File: config.mk
export PLATFORM = sky130hd
export DESIGN_NAME = sdmi_ctrl
export DESIGN_NICKNAME = d
export VERILOG_FILES = /design/src/sv/sdmi_pkg.sv /design/src/sv/sdmi_ctrl.sv
export SDC_FILE = /design/constraint.sdc
export NUM_CORES = 1
export LEC_CHECK = 0
export BUFFER_PORTS_ARGS = -buffer_cell sky130_fd_sc_hd__buf_2
export CORE_UTILIZATION = 44
export DETAILED_ROUTE_END_ITERATION = 7
export HOLD_SLACK_MARGIN = 0.02
export PLACE_DENSITY = 0.82
export SLEW_MARGIN = 5
export SYNTH_ARGS = -nofsm -noshare
export SYNTH_HDL_FRONTEND = slang
export SYNTH_SLANG_ARGS = --single-unit
File: constraint.sdc
create_clock -name clk -period 2.05 [get_ports clk]
set_clock_uncertainty 0.05 [all_clocks]
set_input_delay 0.41 -clock clk [delete_from_list [all_inputs] [get_ports clk]]
set_output_delay 0.41 -clock clk [all_outputs]
set_load 0.02 [all_outputs]
File: src/sv/sdmi_pkg.sv
package sdmi_pkg;

    localparam int MAX_WIDTH  = 512;
    localparam int MAX_HEIGHT = 512;

    localparam int RMAX   = (MAX_WIDTH > MAX_HEIGHT) ? MAX_WIDTH : MAX_HEIGHT;
    localparam int DEPTH  = MAX_WIDTH * MAX_HEIGHT;
    localparam int ADDR_W = (DEPTH > 1) ? $clog2(DEPTH) : 1;
    localparam int X_W    = (MAX_WIDTH > 1) ? $clog2(MAX_WIDTH) : 1;
    localparam int Y_W    = (MAX_HEIGHT > 1) ? $clog2(MAX_HEIGHT) : 1;
    localparam int XY_W   = (X_W > Y_W) ? X_W : Y_W;
    localparam int WU_W   = $clog2(MAX_WIDTH + 1);
    localparam int HU_W   = $clog2(MAX_HEIGHT + 1);
    localparam int R_W    = $clog2(RMAX + 1);
    localparam int S_W    = R_W + 2;
    localparam int SUM_W  = 2 * XY_W + 1;

    localparam int CMD_W     = 2;
    localparam int COORD_W   = 9;
    localparam int CFG_W     = 10;
    localparam int CFG_IDX_W = 1;
    localparam int DIST_W    = 19;
    localparam int COUNT_W   = 19;
    localparam int CMP_W     = (SUM_W > DIST_W) ? SUM_W : DIST_W;

    localparam logic [DIST_W-1:0]  NO_OBSTACLE  = 19'h7FFFF;
    localparam logic [COUNT_W-1:0] COUNT_MAX    = 19'h7FFFF;
    localparam logic [CFG_W-1:0]   WIDTH_RESET  = 10'd512;
    localparam logic [CFG_W-1:0]   HEIGHT_RESET = 10'd512;

    localparam logic [CFG_IDX_W-1:0] REG_IMAGE_WIDTH  = 1'd0;
    localparam logic [CFG_IDX_W-1:0] REG_IMAGE_HEIGHT = 1'd1;

    typedef enum logic [CMD_W-1:0] {
        CMD_ADD   = 2'd0,
        CMD_QUERY = 2'd1,
        CMD_CLEAR = 2'd2
    } cmd_t;

    typedef enum logic [1:0] {
        SEG_TOP    = 2'd0,
        SEG_BOTTOM = 2'd1,
        SEG_LEFT   = 2'd2,
        SEG_RIGHT  = 2'd3
    } seg_t;

    typedef enum logic [1:0] {
        RES_ZERO = 2'd0,
        RES_READ = 2'd1,
        RES_FULL = 2'd2
    } res_sel_t;

    typedef enum logic [3:0] {
        ST_INIT_CLEAR,
        ST_IDLE,
        ST_DECODE,
        ST_CLEAR,
        ST_QUERY_RD,
        ST_QUERY_WAIT,
        ST_CENTER,
        ST_SEG_INIT,
        ST_SCAN,
        ST_DRAIN,
        ST_RESP
    } state_t;

    typedef struct packed {
        logic     load;
        logic     decode;
        logic     clr_step;
        logic     count_clear;
        logic     center_write;
        logic     query_read;
        logic     ring_first;
        logic     ring_next;
        logic     seg_init;
        logic     seg_next;
        logic     scan_step;
        logic     res_load;
        res_sel_t res_sel;
        logic     out_load;
    } sdmi_ctrl_t;

    typedef struct packed {
        logic [CMD_W-1:0] cmd;
        logic             outside;
        logic             clr_last;
        logic             seg_ok;
        logic             seg_last;
        logic             scan_last;
        logic             pipe_empty;
        logic             lowered;
        logic             ring_last;
    } sdmi_stat_t;

endpackage

File: src/sv/sdmi_ctrl.sv
module sdmi_ctrl
    import sdmi_pkg::*;
(
    input  logic       clk,
    input  logic       rst_n,
    input  logic       in_valid,
    output logic       in_ready,
    output logic       out_valid,
    input  logic       out_ready,
    input  sdmi_stat_t stat,
    output sdmi_ctrl_t ctrl
);

    state_t state_reg;
    state_t state_next;
    logic   out_valid_reg;
    logic   out_valid_next;

    always_ff @(posedge clk or negedge rst_n)
    begin
        if (!rst_n)
        begin
            state_reg     <= ST_INIT_CLEAR;
            out_valid_reg <= 1'b0;
        end
        else
        begin
            state_reg     <= state_next;
            out_valid_reg <= out_valid_next;
        end
    end

    always_comb
    begin
        state_next = state_reg;
        case (state_reg)
            ST_INIT_CLEAR:
            begin
                if (stat.clr_last)
                begin
                    state_next = ST_IDLE;
                end
            end
            ST_IDLE:
            begin
                if (in_valid)
                begin
                    state_next = ST_DECODE;
                end
            end
            ST_DECODE:
            begin
                if (stat.cmd == CMD_CLEAR)
                begin
                    state_next = ST_CLEAR;
                end
                else if (stat.outside)
                begin
                    state_next = ST_RESP;
                end
                else if (stat.cmd == CMD_ADD)
                begin
                    state_next = ST_CENTER;
                end
                else
                begin
                    state_next = ST_QUERY_RD;
                end
            end
            ST_CLEAR:
            begin
                if (stat.clr_last)
                begin
                    state_next = ST_RESP;
                end
            end
            ST_QUERY_RD:   state_next = ST_QUERY_WAIT;
            ST_QUERY_WAIT: state_next = ST_RESP;
            ST_CENTER:     state_next = ST_SEG_INIT;
            ST_SEG_INIT:
            begin
                if (stat.seg_ok)
                begin
                    state_next = ST_SCAN;
                end
                else if (stat.seg_last)
                begin
                    state_next = ST_DRAIN;
                end
            end
            ST_SCAN:
            begin
                if (stat.scan_last)
                begin
                    state_next = stat.seg_last ? ST_DRAIN : ST_SEG_INIT;
                end
            end
            ST_DRAIN:
            begin
                if (stat.pipe_empty)
                begin
                    state_next = (stat.lowered && !stat.ring_last) ? ST_SEG_INIT : ST_RESP;
                end
            end
            ST_RESP:
            begin
                if (!out_valid_reg || out_ready)
                begin
                    state_next = ST_IDLE;
                end
            end
            default: state_next = ST_INIT_CLEAR;
        endcase
    end

    always_comb
    begin
        ctrl     = '0;
        in_ready = 1'b0;
        case (state_reg)
            ST_INIT_CLEAR:
            begin
                ctrl.clr_step = 1'b1;
            end
            ST_IDLE:
            begin
                in_ready  = 1'b1;
                ctrl.load = in_valid;
            end
            ST_DECODE:
            begin
                ctrl.decode = 1'b1;
                if (stat.cmd != CMD_CLEAR && stat.outside)
                begin
                    ctrl.res_load = 1'b1;
                    ctrl.res_sel  = RES_ZERO;
                end
            end
            ST_CLEAR:
            begin
                ctrl.clr_step = 1'b1;
                if (stat.clr_last)
                begin
                    ctrl.count_clear = 1'b1;
                    ctrl.res_load    = 1'b1;
                    ctrl.res_sel     = RES_FULL;
                end
            end
            ST_QUERY_RD:
            begin
                ctrl.query_read = 1'b1;
            end
            ST_QUERY_WAIT:
            begin
                ctrl.res_load = 1'b1;
                ctrl.res_sel  = RES_READ;
            end
            ST_CENTER:
            begin
                ctrl.center_write = 1'b1;
                ctrl.ring_first   = 1'b1;
                ctrl.res_load     = 1'b1;
                ctrl.res_sel      = RES_ZERO;
            end
            ST_SEG_INIT:
            begin
                if (stat.seg_ok)
                begin
                    ctrl.seg_init = 1'b1;
                end
                else if (!stat.seg_last)
                begin
                    ctrl.seg_next = 1'b1;
                end
            end
            ST_SCAN:
            begin
                ctrl.scan_step = 1'b1;
                ctrl.seg_next  = stat.scan_last && !stat.seg_last;
            end
            ST_DRAIN:
            begin
                ctrl.ring_next = stat.pipe_empty && stat.lowered && !stat.ring_last;
            end
            ST_RESP:
            begin
                ctrl.out_load = !out_valid_reg || out_ready;
            end
            default:
            begin
                ctrl = '0;
            end
        endcase
    end

    always_comb
    begin
        if (ctrl.out_load)
        begin
            out_valid_next = 1'b1;
        end
        else if (out_ready)
        begin
            out_valid_next = 1'b0;
        end
        else
        begin
            out_valid_next = out_valid_reg;
        end
    end

    assign out_valid = out_valid_reg;

endmodule

# After elaboration in Yosys (flattened, before gate mapping)
# Index checks and enable logic that the tools add are counted.
[word_totals]
regBits = 5
latch_bits = 0
ram_bits = 0
rom_bits = 0
in_bits = 14
out_inout_bits = 17
elab_cells = 70
n_memories = 0
[classes]
n_addsub = 0
multipliers = 0
n_div = 0
order_cmp = 0
n_eq_ne = 19
n_shift = 0
mux = 35
bitwise_logic = 0
n_reduce_logical = 14
[op_table]
columns = ["op", "n"]
rows = [
  ["2-to-1 mux 4 bit", 12],
  ["case mux 4 bit (11 select lines)", 1],
  ["2-to-1 mux 1 bit", 17],
  ["equality test 4 x 3 -> 1 bit, second input constant", 4],
  ["!= test 2 bit, second input constant", 7],
  ["equality test 4 bit, second input constant", 3],
  ["case mux 3 bit (4 select lines)", 1],
  ["equality test 4 x 2 -> 1 bit, second input constant", 2],
  ["AND reduction 7 bit", 1],
  ["2-to-1 mux 3 bit", 2],
  ["logical AND 1 bit", 5],
  ["equality test 4 x 1 -> 1 bit, second input constant", 1],
  ["zero test 4 bit", 1],
  ["zero test 1 bit", 3],
  ["!= test 3 bit, second input constant", 1],
  ["equality test 2 bit, second input constant", 1],
  ["zero test 2 bit", 1],
  ["2-to-1 mux 2 bit", 1],
  ["case mux 1 bit (2 select lines)", 1],
  ["nonzero test 2 bit", 1],
  ["OR reduction 2 bit", 1],
  ["logical OR 1 bit", 1],
]

# Longest topological paths before layout
[depth]
word_depth = 5
depth_mapped = 7
ltp_nobuf = 5

# Worst setup path before layout
# No wires, ideal clock.
[synth_path]
path_kind = "register to output"
from = "register state_reg[3]"
to = "output port ctrl[10] (netlist bit)"
arrival_ns = 1.590
required_time_ns = 1.590
path_slack_ns = 0.000
stages_incl_launch_ff = 5
path_buffers = 2
path_cell_list = "dfrtp_1 -> buf_4 -> nand2b_2 -> nor3b_1 -> buf_4"
[synth_rtl]
columns = ["element", "line", "source"]
rows = [
  ["start, declared", "sdmi_ctrl.sv:14", "state_t state_reg;"],
  ["start signal, assigned", "sdmi_ctrl.sv:28", "state_reg <= state_next;"],
  ["end, declared", "sdmi_ctrl.sv:11", "output sdmi_ctrl_t ctrl"],
]

==> flow_summary.yaml <==
synthesis:
  ys_ff_latch: 5
  synth_top_cell_area_share: 0.2016
  synth_top_area_cell: "dfrtp_1"
  synth_fp_nets: 96
  yosys_warnings: 0
  syn_inst: 82
  synth.distinct_cells: 36
  seq_area_frac_synth: 0.2016
  synth-edff-count: 0
  synth.area.top_cells: "dfrtp_1 (20%), nand2b_1 (8.1%), nor3_1 (6.5%)"
  syn-mean-instance-area_um2: 7.568
  async_reset_ff_frac: 1.000
  synth_ff_type: "dfrtp_1"
  synth_area_um2: 620.6
detailed_routing:
  drc: 0
  drt_pass1_iterations: 4
  drtAntennaViolNets: 0
  vias: 763
  routed_wl_um: 1897
  wl_per_cell_um: 13.95
  vias_per_cell: 5.610
  drt_iter0_markers: 16
global_routing:
  grt_pass1_wl_um: 2760
  antenna_found_initial: 0
  top_usage_layer: "met2"
  met1_usage: 0.3106
  grtUsageTotal: 0.2709
  met2_usage: 0.4221
  grt_max_degree: 14
  gr-total-overflow: 0
  use_met3: 0.1023
  grt_pass1_vias: 684
placed_design:
  io_buffer_count: 30
  dp.cells: 126
  place_congestion: 0.8948
  hpwl_um: 1335
sta:
  relSlewSlack: 0.6812
  tightest_slew_ns: 0.4738
  setup_violations: 0
  period_needed_ns: 1.991
  finalHoldViolations: 0
  slew_violations: 0
  period_share: 0.9711
  tns_ns: 0
  max_freq_mhz: 502.3
layout:
  syn_to_final_growth_pct: 47.58
  largest_reg_flops: 4
  instances_no_fill: 136
  drive_gt1_frac: 0.4793
  diodes: 0
  nets: 136
critical_path:
  end_kind: "primary output"
  reg2reg_to: "state_reg[1]"
  path_class: "flip-flop to primary output"
  path_cells: "nand2b_1 -> nor3_2 -> and2_1 -> buf_2"
  critical_path_arrival_ns: 1.53
  crit_buf_inv: 1
  slowest_delay_ns: 0.49
  crit_family: "simple AND/OR/NAND/NOR gates"
  rr_startpoint: "state_reg[2]"
  critPathSlowestCell: "dfrtp_2"
  rr_worst_depth: 5
  ff2ff_setup_slack_ns: 0.12
  critPathRequiredTime_ns: 1.59
  critical_path.max_fanout: 11
  crit_path_start_kind: "flip-flop"
power:
  pwr-share-seq: 0.205
  p_switching_w: 0.0007643
  vdd_drop_max_uv: 749.4
  swShare: 0.5165
  p_int_w: 0.0007155
  powerDensity_nw_per_um2: 1616
  combinationalPowerShare: 0.714
  clkPwrFrac: 0.081
  p_leak_nw: 0.4687
worst_hold_path:
  hp-class: "input port to flip-flop"
  min_to: "out_valid"
  hp-start: "out_ready"
  min_delay_path_depth: 3
cts:
  clk_latency_ns: 0.25
  cts_buffer_depth: 2
  cts_made_buffers: 3
  cts_root_buffer: "clkbuf_4"
  numClockSinks: 5
  cts_tree: "yes"
  path_clk_slew_ns: 0.05
  h-tree-depth: 1
floorplan:
  die_width_um: 39.56
  core_region_area_um2: 1301
  die_y_um: 39.56
  rows: 13
  pin_count: 31
  die-area_um2: 1565
  start_util: 0.4769
job:
  cap_violations: 0
run_status:
  status: "complete, no violations"
## routing by layer
| layer | vias to the layer above | routed length [um] |
|---|---|---|
| li1 | 373 | - |
| met1 | 351 | 790 |
| met2 | 31 | 949 |
| met3 | 8 | 94 |
| met4 | 0 | 62 |
| met5 | - | 0 |
## cell usage after synthesis (all sizes together) (2+ instances only)
master,n
o21ai,3
nand2b,9
o31a,2
o41ai,2
buf,7
nor2,7
nor4,3
nor2b,2
nand2,7
dfrtp,5
nand3,3
a21oi,2
nor4b,2
nor3,8
and2,2
inv,3
## metrics by stage
stage | setup WS, ns | hold WS, ns | area (um2) | util | total power [W]
2_1_floorplan | 0.01292 | 0.06441 | 625.6 | - | 0.0009503
3_3_place_gp | 0.2019 | 0.1764 | 802.0 | 0.6163 | 0.001170
3_5_place_dp | 0.1345 | 0.1763 | 802.0 | 0.6163 | 0.001199
4_1_cts | -0.01311 | 0.4143 | 849.6 | 0.6529 | 0.001337
5_1_grt | -0.002305 | 0.4164 | 915.9 | 0.7038 | 0.001602
6_report | 0.05930 | 0.4132 | 915.9 | 0.7038 | 0.001480
## worst reg2reg max path: stages, from the launching register on
cell	delay (ns)
dfrtp_2	0.51
buf_4	0.18
buf_4	0.14
nor4_1	0.46
nor4_4	0.12
mux2_1	0.34
## cells by family (layout without fill, tap and decap cells)
group                     Yosys count  count (layout)  synth area share
muxes                               2               2           0.03427
DFF                                 5               5            0.2016
AOI/OAI and AO/OA                  16              16            0.1815
and+or+nand+nor                    47              47            0.4778
xor gates and xnor gates            1               1           0.01412
buffers and inverters              11              50           0.09070
## cells in the final DEF, fill, tap and decap left out, types with 2 or more instances in the layout
cell / count
nand2_1: 7
o21ai_0: 3
nor4b_4: 2
nand2b_1: 8
nor2b_1: 2
clkbuf_4: 3
dfrtp_2: 4
buf_2: 30
o31a_1: 2
nor3_2: 3
nor2_1: 7
o41ai_1: 2
buf_4: 11
nor3_1: 5
inv_1: 3
a21oi_1: 2
nand3_1: 3
and2_1: 2
## repair_timing
action | 4_1_cts | 5_1_grt
setup buffers | 0 | 5
hold buffers | 1 | 0
setup endpoints to repair | 3 | 4
resized for setup | 3 | 7
pin swaps | 0 | 2
hold endpoints to repair | 5 | 0
## worst max-delay path by stage
stage	from	end	cells after the start
after detailed placement	state_reg[3]	state_reg[1]	4
after floorplan	state_reg[1]	ctrl[14]	4
after global routing	state_reg[2]	ctrl[3]	6
final	state_reg[1]	ctrl[7]	4
after global placement	state_reg[3]	ctrl[5]	5
after CTS	state_reg[2]	ctrl[3]	4
## power groups by stage
stage,Sequential (W),Combinational (W),Clock [W]
2_1_floorplan,0.000197,0.000753,0
3_3_place_gp,0.000275,0.000894,0
3_5_place_dp,0.000281,0.000918,0
4_1_cts,0.000283,0.000930,0.000124
5_1_grt,0.000316,0.00116,0.000131
6_report,0.000304,0.00106,0.000120
## cell type report
type / instances / area, um2
inverters: 3 / 11.26
fillers: 111 / 385.4
well taps: 15 / 18.77
flip-flops and latches: 5 / 130.1
repair buffers: 43 / 247.7
multi-input cells: 66 / 481.7
clock buffers: 4 / 26.28
(Power assumes the default switching activity.)
